**src/hdl/lzbd_ram.sv**
```systemverilog
// Generic simple dual-port RAM with one write port and a registered read port.
`timescale 1ns / 1ps

module lzbd_ram #(
    parameter int WIDTH = 8,
    parameter int DEPTH = 16
) (
    input  logic                     aclk,
    input  logic                     wr_en,
    input  logic [$clog2(DEPTH)-1:0] wr_addr,
    input  logic [WIDTH-1:0]         wr_data,
    input  logic                     rd_en,
    input  logic [$clog2(DEPTH)-1:0] rd_addr,
    output logic [WIDTH-1:0]         rd_data
);

    logic [WIDTH-1:0] mem [DEPTH];

    // Write, and register the read word
    always_ff @(posedge aclk) begin
        if (wr_en) begin
            mem[wr_addr] <= wr_data;
        end
        if (rd_en) begin
            rd_data <= mem[rd_addr];
        end
    end

endmodule

```
**config.mk**
```make
export PLATFORM = sky130hd
export DESIGN_NAME = lzbd_ram
export DESIGN_NICKNAME = d
export VERILOG_FILES = /design/src/hdl/lzbd_ram.sv
export SDC_FILE = /design/constraint.sdc
export NUM_CORES = 1
export LEC_CHECK = 0
export BUFFER_PORTS_ARGS = -buffer_cell sky130_fd_sc_hd__buf_4
export CAP_MARGIN = 15
export CORE_MARGIN = 2
export CORE_UTILIZATION = 65
export CTS_BUF_LIST = sky130_fd_sc_hd__clkbuf_8
export DETAILED_ROUTE_END_ITERATION = 10
export HOLD_SLACK_MARGIN = 0.05
export PLACE_DENSITY_LB_ADDON = 0.25
export SYNTH_ARGS = -nofsm -noshare
export SYNTH_HDL_FRONTEND = slang
export SYNTH_SLANG_ARGS = --single-unit
```
**constraint.sdc**
```tcl
create_clock -name aclk -period 4.9 [get_ports aclk]
set_input_delay 0.98 -clock aclk [delete_from_list [all_inputs] [get_ports aclk]]
set_output_delay 0.98 -clock aclk [all_outputs]
set_load 0.05 [all_outputs]
```
==> reports/qor.csv <==
metric,value,unit
Die X,93.68,µm
Post-CTS Resized,0,
Final HPWL DP,5747,µm
library cells used by synthesis,18,
TNS Setup,0,ns
# fillers,434,
largest net degree at the start of global routing,33,
number of register bits inferred by synthesis,136,
kind of critical path,input port to register,
core area,7767,µm²
CP Max Fanout,8,
clock buffer depth,2,
worst r2r src,mem[8][2],
most frequent cells in the layout,"136 x edfxtp_1, 27 x buf_4, 18 x mux4_2",
Max Slew Vio Count,0,
Final Skew,0.009637,ns
Hold WS,0.7604,ns
IO buf count,26,
CP max stage delay,0.88,ns
"area leader, netlist",edfxtp_1,
leakage,0.001925,µW
Hold Path Origin,mem[14][6],
GPL Wtd Cong,0.7671,
cts hold-fix bufs,0,
CP Capture Type,register,
Post-CTS Setup Bufs,0,
GR Overflow Total,0,
DRT Pass-1 Iters,5,
Initial Util,0.6730,
Post-Synthesis Cell Area,5228,µm²
fmax,405.6,MHz
Hold Fails Final Rpt,0,
"Reg clk slew, reported paths",0.07,ns
routed len/inst,24.27,µm
initial DRC count,324,
CP startpoint kind,input port,
Core Rows,32,
P per Cell Area,388.6,nW/µm²
post-layout net count,284,
final instance area,5832,µm²
first-pass GRT wire length,13970,µm
worst min-delay path class,register to register,
post-route ant nets,0,
vias in the first global route,2459,
Mean Syn Cell Area,22.83,µm²
initial antenna violation count,0,
cells after synthesis,229,
Synthesis Warnings,0,
Area contributors post-synth,"edfxtp_1 78%, mux4_2 7.8%, mux4_1 7.0%, a22oi_1 2.3%, nor2_1 0.93%",
Placed Area,5482,µm²
total track usage,0.2328,
vias per std cell,6.455,
Clk Tree Root Cell,clkbuf_8,
P&R area growth vs syn,11.56,%
# IOs,27,
CTS Buf Count,17,
status,"finished, final reports clean",
latest clock arrival within the worst-skew pair,0.41,ns
sequential share of the synthesized area,0.7812,
H-tree levels,4,
DIE AREA,8776,µm²
CP Buf/Inv Count,1,
residual DRC count,0,
maximum VDD drop,270.9,µV
CTS tree,yes,
Die H,93.68,µm
final WL,9174,µm
cell family with most CP delay,simple AND/OR/NAND/NOR gates,
Worst Path Arrival,2.49,ns
slowest cell on the critical path,nor3_1,
Pwr Total,2266,µW
max-cap violation count,0,
Rel. slew slack,0.2455,
"commonest non-fill, non-tap cell in the layout",edfxtp_1,
share of cells above drive strength 1,0.2717,
worst slew pin tran,1.123,ns
"Cell Chain, Critical Path","buf_4, or3b_2, nor3_1",
vias,2440,
final setup fails,0,
critical path launch point,wr_addr[2],
Critical Path RT,4.92,ns
Final min period,2.465,ns
n_diodes,0,
final worst-path cycle share,0.5031,
RSZ-0062 raised after global routing,false,
clock sinks,136,
share of the synthesized area in the top cell type,0.7812,
syn_nets,248,
area by class of cell:
| class | instances | area [µm²] | share of cell area |
|---|---|---|---|
| sequential | 136 | 4084 | 0.7003 |
| tap | 102 | 127.6 | 0.02188 |
| timing repair buffer | 27 | 202.7 | 0.03476 |
| multi-input combinational | 83 | 1067 | 0.1830 |
| clock inverter | 13 | 116.4 | 0.01995 |
| clock buffer | 17 | 234.0 | 0.04012 |
synth_stat cells, drive strengths merged:
cell and n:
nor2 13, and2 1, nand3 1, mux4 32
edfxtp 136, and2b 1, buf 7, nand2 9
clkdlybuf4s25 3, a22oi 16, or3b 1, nor2b 1
nor3 4, nand3b 2, nand2b 2
routing by layer:
metal / global-route usage / routed length, µm / vias to the layer above
met5: 0 / 0 / -
met4: 0.07488 / 108 / 0
met3: 0.06340 / 759 / 10
met2: 0.3542 / 4536 / 117
met1: 0.3392 / 3770 / 1260
li1: - / - / 1053
power by group:
group | switching [µW] | total [µW] | internal (µW)
Sequential | 6.66 | 1320 | 1310
Clock | 376 | 811 | 434
Combinational | 85.9 | 139 | 52.7
per-stage QoR:
step           setup slack [ns]  utilization  instances
6_report                  2.435       0.7508        378
5_1_grt                   2.401       0.7508        378
2_1_floorplan             2.427            -        229
4_1_cts                   2.454       0.7508        378
3_5_place_dp              2.023       0.7057        348
3_3_place_gp              2.127       0.7057        348
worst register-to-register path, stage by stage (launching register included):
cell      delay [ns]
edfxtp_1        0.37
mux4_1          0.49
a22oi_1         0.34
nand2_1         0.10
flip-flops by register name, summed over array words and instances (netlist names):
register  flops
rd_data       8
mem         128
logic make-up after synthesis:
| family | count (synthesis) | share of synthesized area |
|---|---|---|
| compound gates | 16 | 0.02298 |
| buf+inv | 10 | 0.01651 |
| flops | 136 | 0.7812 |
| mux | 32 | 0.1479 |
| simple gates | 35 | 0.03136 |
final timing paths:
path,slack [ns],cells after the start,end
hold / removal,0.76,3,rd_data[6]
setup / recovery,2.43,3,mem[0][0]
hold reg to reg,0.76,3,rd_data[6]
setup reg to reg,3.34,3,rd_data[2]
Power figures use the tool's default switching activity.
